## config.mk

```make
export PLATFORM = sky130hd
export DESIGN_NAME = kv_request_framer_core
export DESIGN_NICKNAME = d
export VERILOG_FILES = /design/src/rtl/core/kvrf_pkg.sv /design/src/rtl/core/kvrf_cfg_regs.sv /design/src/rtl/core/kvrf_frame_ctl.sv /design/src/rtl/core/kv_request_framer_core.sv
export VERILOG_INCLUDE_DIRS = /design/src /design/src/rtl/core
export SDC_FILE = /design/constraint.sdc
export NUM_CORES = 1
export LEC_CHECK = 0
export ABC_AREA = 1
export ABC_CLOCK_PERIOD_IN_PS = 9800
export BUFFER_PORTS_ARGS = -buffer_cell sky130_fd_sc_hd__buf_2
export CAP_MARGIN = 30
export CORE_UTILIZATION = 40
export CTS_BUF_LIST = sky130_fd_sc_hd__clkbuf_4 sky130_fd_sc_hd__clkbuf_8
export DETAILED_ROUTE_END_ITERATION = 8
export GPL_TIMING_DRIVEN = 0
export PLACE_DENSITY = 0.58
export SLEW_MARGIN = 20
export SYNTH_ARGS = -nofsm -noshare
export SYNTH_HDL_FRONTEND = slang
export SYNTH_SLANG_ARGS = --single-unit
```

## constraint.sdc

```tcl
create_clock -name clk -period 9.8 [get_ports clk]
set_input_delay 1.47 -clock clk [delete_from_list [all_inputs] [get_ports clk]]
set_output_delay 1.47 -clock clk [all_outputs]
set_load 0.005 [all_outputs]
```

## src/rtl/core/kv_request_framer_core_defines.svh

```systemverilog
// ----------------------------------------------------------------------------
// kv_request_framer_core_defines.svh
// Assertion macros for the key-value request framer. They expand to
// concurrent assertions in simulation and to nothing in synthesis builds.
// ----------------------------------------------------------------------------
`ifndef KV_REQUEST_FRAMER_CORE_DEFINES_SVH
`define KV_REQUEST_FRAMER_CORE_DEFINES_SVH

`ifndef SYNTH

// Same-cycle implication, checked outside reset.
`define KVRF_ASSERT_IMPL(lbl, clk, rst_n, ante, cons) \
	lbl: assert property (@(posedge clk) disable iff (!rst_n) (ante) |-> (cons)) \
		else $error("kvrf assertion failed");

// Next-cycle implication, checked outside reset.
`define KVRF_ASSERT_NEXT(lbl, clk, rst_n, ante, cons) \
	lbl: assert property (@(posedge clk) disable iff (!rst_n) (ante) |=> (cons)) \
		else $error("kvrf assertion failed");

`else

`define KVRF_ASSERT_IMPL(lbl, clk, rst_n, ante, cons)

`define KVRF_ASSERT_NEXT(lbl, clk, rst_n, ante, cons)

`endif

`endif

```

## src/rtl/core/kvrf_pkg.sv

```systemverilog
// ----------------------------------------------------------------------------
// kvrf_pkg
// Shared types, codes and reset values of the key-value request framer.
// ----------------------------------------------------------------------------
package kvrf_pkg;

	localparam int LENGTH_BITS_DEF = 32;
	localparam int SEEN_W          = 32;
	localparam int LEN_OUT_W       = 32;
	localparam int CFG_IDX_W       = 2;
	localparam int CFG_DATA_W      = 32;

	// Result status codes.
	localparam logic [2:0] ST_MORE      = 3'd0;
	localparam logic [2:0] ST_COMPLETE  = 3'd1;
	localparam logic [2:0] ST_UNKNOWN   = 3'd2;
	localparam logic [2:0] ST_BAD_KEY   = 3'd3;
	localparam logic [2:0] ST_EMPTY_KEY = 3'd4;
	localparam logic [2:0] ST_TOO_LONG  = 3'd5;
	localparam logic [2:0] ST_ABORTED   = 3'd6;

	// Command codes.
	localparam logic [1:0] CMD_NONE   = 2'd0;
	localparam logic [1:0] CMD_FETCH  = 2'd1;
	localparam logic [1:0] CMD_DELETE = 2'd2;
	localparam logic [1:0] CMD_STORE  = 2'd3;

	// Byte class codes.
	localparam logic [1:0] CLS_HDR  = 2'd0;
	localparam logic [1:0] CLS_KEY  = 2'd1;
	localparam logic [1:0] CLS_DATA = 2'd2;
	localparam logic [1:0] CLS_NONE = 2'd3;

	// Configuration register indexes.
	localparam logic [CFG_IDX_W-1:0] CFG_FETCH_OP  = 2'd0;
	localparam logic [CFG_IDX_W-1:0] CFG_STORE_OP  = 2'd1;
	localparam logic [CFG_IDX_W-1:0] CFG_DELETE_OP = 2'd2;
	localparam logic [CFG_IDX_W-1:0] CFG_MAX_BYTES = 2'd3;

	// Configuration reset values.
	localparam logic [7:0]  FETCH_OP_RST  = 8'd70;
	localparam logic [7:0]  STORE_OP_RST  = 8'd83;
	localparam logic [7:0]  DELETE_OP_RST = 8'd68;
	localparam logic [31:0] MAX_BYTES_RST = 32'd1048576;

	typedef struct packed {
		logic       mode;
		logic [7:0] rx_byte;
	} kvrf_in_t;

	typedef struct packed {
		logic [2:0]           status;
		logic [1:0]           command;
		logic [1:0]           byte_class;
		logic [7:0]           echo_byte;
		logic [LEN_OUT_W-1:0] key_length;
		logic [LEN_OUT_W-1:0] data_length;
	} kvrf_out_t;

	typedef struct packed {
		logic [7:0]  fetch_op;
		logic [7:0]  store_op;
		logic [7:0]  delete_op;
		logic [31:0] max_bytes;
	} kvrf_cfg_t;

endpackage

```

## src/rtl/core/kvrf_cfg_regs.sv

```systemverilog
// ----------------------------------------------------------------------------
// kvrf_cfg_regs
// Configuration registers: opcode values and the request size limit.
// ----------------------------------------------------------------------------
module kvrf_cfg_regs (
	input  logic                               clk,
	input  logic                               arst_n,
	input  logic                               cfg_we,
	input  logic [kvrf_pkg::CFG_IDX_W-1:0]     cfg_index,
	input  logic [kvrf_pkg::CFG_DATA_W-1:0]    cfg_data,
	output kvrf_pkg::kvrf_cfg_t                cfg
);
	import kvrf_pkg::*;

	kvrf_cfg_t cfg_q;

	always_ff @(posedge clk or negedge arst_n) begin
		if (!arst_n) begin
			cfg_q.fetch_op  <= FETCH_OP_RST;
			cfg_q.store_op  <= STORE_OP_RST;
			cfg_q.delete_op <= DELETE_OP_RST;
			cfg_q.max_bytes <= MAX_BYTES_RST;
		end else if (cfg_we) begin
			case (cfg_index)
				CFG_FETCH_OP: begin
					cfg_q.fetch_op <= cfg_data[7:0];
				end
				CFG_STORE_OP: begin
					cfg_q.store_op <= cfg_data[7:0];
				end
				CFG_DELETE_OP: begin
					cfg_q.delete_op <= cfg_data[7:0];
				end
				CFG_MAX_BYTES: begin
					cfg_q.max_bytes <= cfg_data[31:0];
				end
				default: begin
				end
			endcase
		end
	end

	assign cfg = cfg_q;

endmodule

```

## src/rtl/core/kvrf_frame_ctl.sv

```systemverilog
// ----------------------------------------------------------------------------
// kvrf_frame_ctl
// Request state and the per-item decode: opcode match, length assembly,
// key checks, completion and size limit. State advances when fire is high.
// ----------------------------------------------------------------------------
module kvrf_frame_ctl #(
	parameter int LENGTH_BITS = kvrf_pkg::LENGTH_BITS_DEF
) (
	input  logic                 clk,
	input  logic                 arst_n,
	input  logic                 fire,
	input  kvrf_pkg::kvrf_in_t   item,
	input  kvrf_pkg::kvrf_cfg_t  cfg,
	output kvrf_pkg::kvrf_out_t  result
);
	import kvrf_pkg::*;

	localparam int TOT_W = LENGTH_BITS + 2;
	localparam int CMP_W = SEEN_W + 2;
	localparam logic [3:0] HDR_SHORT    = 4'd5;
	localparam logic [3:0] HDR_STORE    = 4'd9;
	localparam logic [3:0] KEY_LEN_LAST = 4'd4;
	localparam logic [7:0] KEY_CHAR_MIN = 8'd32;
	localparam logic [7:0] KEY_CHAR_MAX = 8'd126;
	localparam logic [7:0] CHAR_DOT     = 8'h2E;
	localparam logic [7:0] CHAR_SLASH   = 8'h2F;

	logic [1:0]             cmd_q, cmd_d;
	logic [SEEN_W-1:0]      seen_q, seen_d;
	logic [LENGTH_BITS-1:0] key_q, key_d;
	logic [LENGTH_BITS-1:0] data_q, data_d;
	logic [TOT_W-1:0]       total_q, total_d;
	logic                   bad_q, bad_d;

	logic [SEEN_W:0]        n;
	logic [SEEN_W-1:0]      p_rel;
	logic [3:0]             hdr_len;
	logic                   hdr_end;
	logic                   hdr_done;
	logic                   total_hit;
	logic                   go_idle;
	logic                   key_ok;
	logic                   max_hit;

	assign hdr_len = (cmd_q == CMD_STORE) ? HDR_STORE : HDR_SHORT;

	always_comb begin
		cmd_d     = cmd_q;
		seen_d    = seen_q;
		key_d     = key_q;
		data_d    = data_q;
		total_d   = total_q;
		bad_d     = bad_q;
		hdr_end   = 1'b0;
		hdr_done  = 1'b0;
		total_hit = 1'b0;
		go_idle   = 1'b0;
		n         = {1'b0, seen_q} + (SEEN_W + 1)'(1);
		p_rel     = seen_q - SEEN_W'(hdr_len);
		key_ok    = (item.rx_byte inside {[KEY_CHAR_MIN:KEY_CHAR_MAX]})
		            && (item.rx_byte != CHAR_DOT) && (item.rx_byte != CHAR_SLASH);
		max_hit   = 1'b0;

		result.status      = ST_MORE;
		result.command     = cmd_q;
		result.byte_class  = CLS_HDR;
		result.echo_byte   = item.rx_byte;
		result.key_length  = '0;
		result.data_length = '0;

		if (item.mode) begin
			// Abort reports what has been decoded so far and drops the request.
			result.status     = ST_ABORTED;
			result.byte_class = CLS_NONE;
			result.echo_byte  = '0;
			if ((cmd_q != CMD_NONE) && (seen_q >= SEEN_W'(hdr_len))) begin
				result.key_length = LEN_OUT_W'(key_q);
				if (cmd_q == CMD_STORE) begin
					result.data_length = LEN_OUT_W'(data_q);
				end
			end
			go_idle = 1'b1;
		end else if (cmd_q == CMD_NONE) begin
			// Opcode byte; fetch wins over delete, delete over store.
			if (item.rx_byte == cfg.fetch_op) begin
				cmd_d = CMD_FETCH;
			end else if (item.rx_byte == cfg.delete_op) begin
				cmd_d = CMD_DELETE;
			end else if (item.rx_byte == cfg.store_op) begin
				cmd_d = CMD_STORE;
			end
			n              = (SEEN_W + 1)'(1);
			seen_d         = SEEN_W'(1);
			max_hit        = n >= (SEEN_W + 1)'(cfg.max_bytes);
			result.command = cmd_d;
			if (cmd_d == CMD_NONE) begin
				result.status = ST_UNKNOWN;
				go_idle       = 1'b1;
			end else if (max_hit) begin
				result.status = ST_TOO_LONG;
				go_idle       = 1'b1;
			end
		end else begin
			if (seen_q < SEEN_W'(hdr_len)) begin
				if (seen_q <= SEEN_W'(KEY_LEN_LAST)) begin
					key_d = {key_q[LENGTH_BITS-9:0], item.rx_byte};
				end else begin
					data_d = {data_q[LENGTH_BITS-9:0], item.rx_byte};
				end
				if (n == (SEEN_W + 1)'(hdr_len)) begin
					hdr_end = 1'b1;
					if (cmd_q != CMD_STORE) begin
						data_d = '0;
					end
					total_d = TOT_W'(hdr_len) + TOT_W'(key_d) + TOT_W'(data_d);
				end
			end else if (p_rel < SEEN_W'(key_q)) begin
				result.byte_class = CLS_KEY;
				if (!key_ok) begin
					bad_d = 1'b1;
				end
			end else begin
				result.byte_class = CLS_DATA;
			end
			seen_d   = n[SEEN_W-1:0];
			hdr_done = n >= (SEEN_W + 1)'(hdr_len);
			max_hit  = n >= (SEEN_W + 1)'(cfg.max_bytes);
			// On the last header byte the total equals the byte count exactly
			// when both lengths are zero, so the fresh sum is not compared.
			if (hdr_end) begin
				total_hit = (key_d == '0) && (data_d == '0);
			end else begin
				total_hit = CMP_W'(n) == CMP_W'(total_q);
			end
			if (hdr_done && total_hit) begin
				if (key_d == '0) begin
					result.status = ST_EMPTY_KEY;
				end else if (bad_d) begin
					result.status = ST_BAD_KEY;
				end else begin
					result.status = ST_COMPLETE;
				end
			end else if (max_hit) begin
				result.status = ST_TOO_LONG;
			end
			if (hdr_done) begin
				result.key_length = LEN_OUT_W'(key_d);
				if (cmd_q == CMD_STORE) begin
					result.data_length = LEN_OUT_W'(data_d);
				end
			end
			if (result.status != ST_MORE) begin
				go_idle = 1'b1;
			end
		end

		if (go_idle) begin
			cmd_d   = CMD_NONE;
			seen_d  = '0;
			key_d   = '0;
			data_d  = '0;
			total_d = '0;
			bad_d   = 1'b0;
		end
	end

	always_ff @(posedge clk or negedge arst_n) begin
		if (!arst_n) begin
			cmd_q   <= CMD_NONE;
			seen_q  <= '0;
			key_q   <= '0;
			data_q  <= '0;
			total_q <= '0;
			bad_q   <= 1'b0;
		end else if (fire) begin
			cmd_q   <= cmd_d;
			seen_q  <= seen_d;
			key_q   <= key_d;
			data_q  <= data_d;
			total_q <= total_d;
			bad_q   <= bad_d;
		end
	end

endmodule

```

## src/rtl/core/kv_request_framer_core.sv

```systemverilog
// ----------------------------------------------------------------------------
// kv_request_framer_core
// An accepted item is held in the input register, decoded against the
// request state, and its result is captured in the output register.
// Throughput: one item per cycle while the output side does not stall, set
// by the single decode step between the input and output registers.
// Reset: arst_n clears the valid flags and the request state and returns
// the config to its reset values.
// ----------------------------------------------------------------------------
`include "kv_request_framer_core_defines.svh"

// The framer takes one request byte (or an abort event) per item and returns
// exactly one result item per input item. The datapath is two registers
// deep: an input register (_s1) holds the accepted item, and the decode
// logic in kvrf_frame_ctl turns it into a result while updating the request
// state. The result lands in the output register, which holds it while the
// downstream side stalls. The input side only stalls when the input register
// is full and cannot drain because the output register is full and stalled,
// so with no downstream backpressure a new item enters every cycle.
//
// Configuration is kept in kvrf_cfg_regs and is read directly by the decode
// logic. Writes are expected only while no item is in flight.
module kv_request_framer_core #(
	parameter int LENGTH_BITS = kvrf_pkg::LENGTH_BITS_DEF
) (
	input  logic                              clk,
	input  logic                              arst_n,

	// Input item channel.
	input  logic                              in_valid,
	output logic                              in_stall,
	input  kvrf_pkg::kvrf_in_t                in_data,

	// Result item channel.
	output logic                              out_valid,
	input  logic                              out_stall,
	output kvrf_pkg::kvrf_out_t               out_data,

	// Configuration write port.
	input  logic                              cfg_we,
	input  logic [kvrf_pkg::CFG_IDX_W-1:0]    cfg_index,
	input  logic [kvrf_pkg::CFG_DATA_W-1:0]   cfg_data
);
	import kvrf_pkg::*;

	kvrf_cfg_t cfg;

	// Input register.
	logic      in_valid_s1;
	kvrf_in_t  in_data_s1;

	// Output register.
	logic      out_valid_q;
	kvrf_out_t out_data_q;

	kvrf_out_t result;
	logic      advance;

	// The item in the input register moves on whenever the output register
	// is empty or is being emptied in this same cycle.
	assign advance  = in_valid_s1 && (!out_valid_q || !out_stall);
	assign in_stall = in_valid_s1 && out_valid_q && out_stall;

	always_ff @(posedge clk or negedge arst_n) begin
		if (!arst_n) begin
			in_valid_s1 <= 1'b0;
		end else if (!in_stall) begin
			in_valid_s1 <= in_valid;
		end
	end

	always_ff @(posedge clk) begin
		if (in_valid && !in_stall) begin
			in_data_s1 <= in_data;
		end
	end

	kvrf_cfg_regs u_cfg_regs (
		.clk       (clk),
		.arst_n    (arst_n),
		.cfg_we    (cfg_we),
		.cfg_index (cfg_index),
		.cfg_data  (cfg_data),
		.cfg       (cfg)
	);

	// Decode and request state; the state only steps when the item advances,
	// so a stalled item is decoded against the same state until it leaves.
	kvrf_frame_ctl #(
		.LENGTH_BITS (LENGTH_BITS)
	) u_frame_ctl (
		.clk    (clk),
		.arst_n (arst_n),
		.fire   (advance),
		.item   (in_data_s1),
		.cfg    (cfg),
		.result (result)
	);

	always_ff @(posedge clk or negedge arst_n) begin
		if (!arst_n) begin
			out_valid_q <= 1'b0;
		end else if (advance) begin
			out_valid_q <= 1'b1;
		end else if (!out_stall) begin
			out_valid_q <= 1'b0;
		end
	end

	always_ff @(posedge clk) begin
		if (advance) begin
			out_data_q <= result;
		end
	end

	assign out_valid = out_valid_q;
	assign out_data  = out_data_q;

	// An item that leaves the input register always shows up as a result.
	`KVRF_ASSERT_NEXT(a_advance_to_out, clk, arst_n, advance, out_valid_q)

	// Only an unknown opcode or an abort can report no command.
	`KVRF_ASSERT_IMPL(a_none_cmd_status, clk, arst_n, out_valid_q && (out_data_q.command == CMD_NONE), (out_data_q.status == ST_UNKNOWN) || (out_data_q.status == ST_ABORTED))

	// A key byte can only be seen once a nonzero key length has been decoded.
	`KVRF_ASSERT_IMPL(a_key_needs_len, clk, arst_n, out_valid_q && (out_data_q.byte_class == CLS_KEY), out_data_q.key_length != '0)

	// Only store requests carry a data length.
	`KVRF_ASSERT_IMPL(a_data_len_store, clk, arst_n, out_valid_q && (out_data_q.data_length != '0), out_data_q.command == CMD_STORE)

endmodule

```

==> metrics <==
largest net degree at the start of global routing 89; maximum clock insertion buffer count 3; final setup violating endpoints 0; Layout area overhead 13.9%; Adder-Cell Fraction of Synth Area 7.01%; clk root buf clkbuf_8; IO Pins 129; DP Area 21100 sq um; TritonCTS clock tree yes; Unique masters post-synth 54; Pleak 10.5 nW; Startpoint Class register; DRC Markers 0; Slew HR 28.6%; status finished, final reports clean; final core occ 46.4%; share of layout cells above drive strength 1 11.3%; slowest CP cell dfrtp_1; Main synth FF type dfrtp_1; top layer in use met4; H-tree depth 2; largest family of logic cells by synthesized area simple AND/OR/NAND/NOR gates; Port-buffer cells 128; Worst setup EP type register; Starting DRT DRC Count 1819; FF+latch area 7430 sq um; CP arrival 7.54 ns; slowest stage delay, CP 0.57 ns; final hold viol count 0; setup TNS 0 ns; post-synthesis compound-gate area fraction 13.0%; grt ovf 0; post-synthesis mux area share 0%; Post-synth EDFFs 88; PostCTS Resize Cnt 0; DP Worst Slack 3.13 ns; Via density 5.45; Filler cells 4920; CTS Hold Bufs 0; most frequent cells in the layout nand2_1, inv_1, nor2_1; Avg WL per Cell 19.8 um; WP buf/inv 5; Synth Net Count 2816; # clock sinks 279; gp weighted congestion 0.985; Post-DP HPWL 54100 um; cts bufs inserted 51; via count 19085; multi-input logic area 10400 sq um; wire length on met2 29900 um; Die ar. 49800 sq um; gr usage total 27.9%; Starting Density 40.7%; Yosys Warn Count 0; max-slew violation count 0; final instance area 22300 sq um; post-CTS setup buffer count 0; Final Skew 0.0387 ns; final period utilization 70.8%; post-route ant nets 0; Post-Syn Area 19600 sq um; critical path data required time 10.40 ns; Clk Latency, worst-skew pair 0.67 ns; core area 48000 sq um; first-pass GRT wire length 106000 um; Most Frequent Cell on Critical Path nand2_1; Syn Area/Cell 7.36 sq um; RSZ-0062 raised after global routing no; n_diodes 0; Detailed Routing Iterations Pass 1 6; synthesis-stage register bit count 279; commonest non-fill, non-tap cell in the layout nand2_1; final net count 3000; R2R setup slack 2.86 ns; Crit Path Category reg2reg; HP Class reg2reg; num rows 80; overall routed net length 69400 um; ys async rst share 68.5%; Die Wd 223 um; Crit path max-delay family simple AND/OR/NAND/NOR gates; met3 routed WL 5060 um; simple-gate share of the synthesized area 27.0%; measured slew at the worst slew-check pin 1.06 ns; clk slew on worst S/H paths 0.06 ns; initial antenna violation count 0; number of max-cap violations 0; PD cells 134 nW/um^2; die height 223 um; cell count after synthesis 2659; worst setup margin 2.86 ns; Synth Area in XOR/XNOR 5.95%; VDD IR max 0.112 mV; Worst Path Max Fanout 11; fmax 144 MHz; sequential cell area fraction in the yosys report 38.0%; Met1 Routed Length 32100 um; vias in the first global route 17949; fin crit period 6.94 ns
-- synth_stat cells (44+ instances only) --
library cell / instances / area, sq um
xnor2_1: 44 / 385
o22ai_1: 65 / 407
inv_1: 330 / 1240
edfxtp_1: 88 / 2640
nor2_1: 274 / 1030
nand4_1: 60 / 375
o21ai_1: 90 / 450
o21ai_0: 149 / 746
xor2_1: 89 / 780
clkbuf_1: 60 / 225
ha_1: 108 / 1350
nand2_1: 627 / 2350
dfrtp_1: 181 / 4530
nand3_1: 164 / 821
a21oi_1: 104 / 521
-- stage by stage --
step / total power, mW / hold slack (ns) / cells
6_report: 2.99 / 0.498 / 3500
5_1_grt: 3.11 / 0.520 / 3500
4_1_cts: 3.02 / 0.500 / 3500
3_5_place_dp: 1.67 / 0.465 / 3405
3_3_place_gp: 1.66 / 0.474 / 3402
2_1_floorplan: 1.52 / 0.444 / 2659
-- worst min-delay path, cell delays in order, from the launching register on --
cell     delay [ns]
dfstp_2        0.37
nand2_1        0.05
o21ai_0        0.07
-- metal layers --
metal | vias to the layer above | GRT usage (%)
met5 | - | 0
met4 | 0 | 9.92
met3 | 129 | 3.82
met2 | 750 | 42.3
met1 | 9060 | 40.4
li1 | 9146 | -
-- report_power, final --
group	switching (mW)	internal [mW]
Combinational	0.213	0.106
Sequential	0.0392	1.29
Clock	0.556	0.787
Total	0.809	2.18
-- worst paths after layout --
kind                                                   startpoint                             endpoint  cells past startpoint
worst min register to register     u_cfg_regs.cfg[44]$_DFFE_PN1P_       u_cfg_regs.cfg[44]$_DFFE_PN1P_                      2
worst max register to register  u_frame_ctl.seen_q[0]$_DFFE_PN0P_  u_frame_ctl.total_q[31]$_DFFE_PN0P_                     34
max in group asynchronous                                  arst_n   u_frame_ctl.data_q[22]$_DFFE_PN0P_                      2
min in group asynchronous                                  arst_n   u_frame_ctl.seen_q[26]$_DFFE_PN0P_                      1
worst max-delay path            u_frame_ctl.seen_q[0]$_DFFE_PN0P_  u_frame_ctl.total_q[31]$_DFFE_PN0P_                     34
worst min-delay path               u_cfg_regs.cfg[44]$_DFFE_PN1P_       u_cfg_regs.cfg[44]$_DFFE_PN1P_                      2
-- registers in the layout, summed over array words and instances, names as in the netlist --
name / cells
u_frame_ctl.bad_q: 1
in_data_s1: 9
out_data: 79
u_frame_ctl.seen_q: 32
u_frame_ctl.cmd_q: 2
u_frame_ctl.total_q: 34
out_valid: 1
u_frame_ctl.data_q: 32
in_valid_s1: 1
u_frame_ctl.key_q: 32
u_cfg_regs.cfg: 56
-- kinds of logic (layout without fill, tap and decap cells) --
group,count (synthesis),count (layout)
compound gates,461,461
fa+ha+maj,109,109
simple gates,1230,1230
buf+inv,447,673
xor+xnor,133,133
flops,279,279
-- cell type report --
type / instances / area share [%]
Multi-Input combinational cell: 1933 / 46.5
Sequential cell: 279 / 33.3
Inverter: 335 / 5.64
Clock buffer: 72 / 4.08
Tap cell: 615 / 3.45
Timing Repair Buffer: 131 / 3.29
Buffer: 112 / 2.33
Clock inverter: 23 / 1.36
No activity file was read; power rests on OpenSTA's default activity.
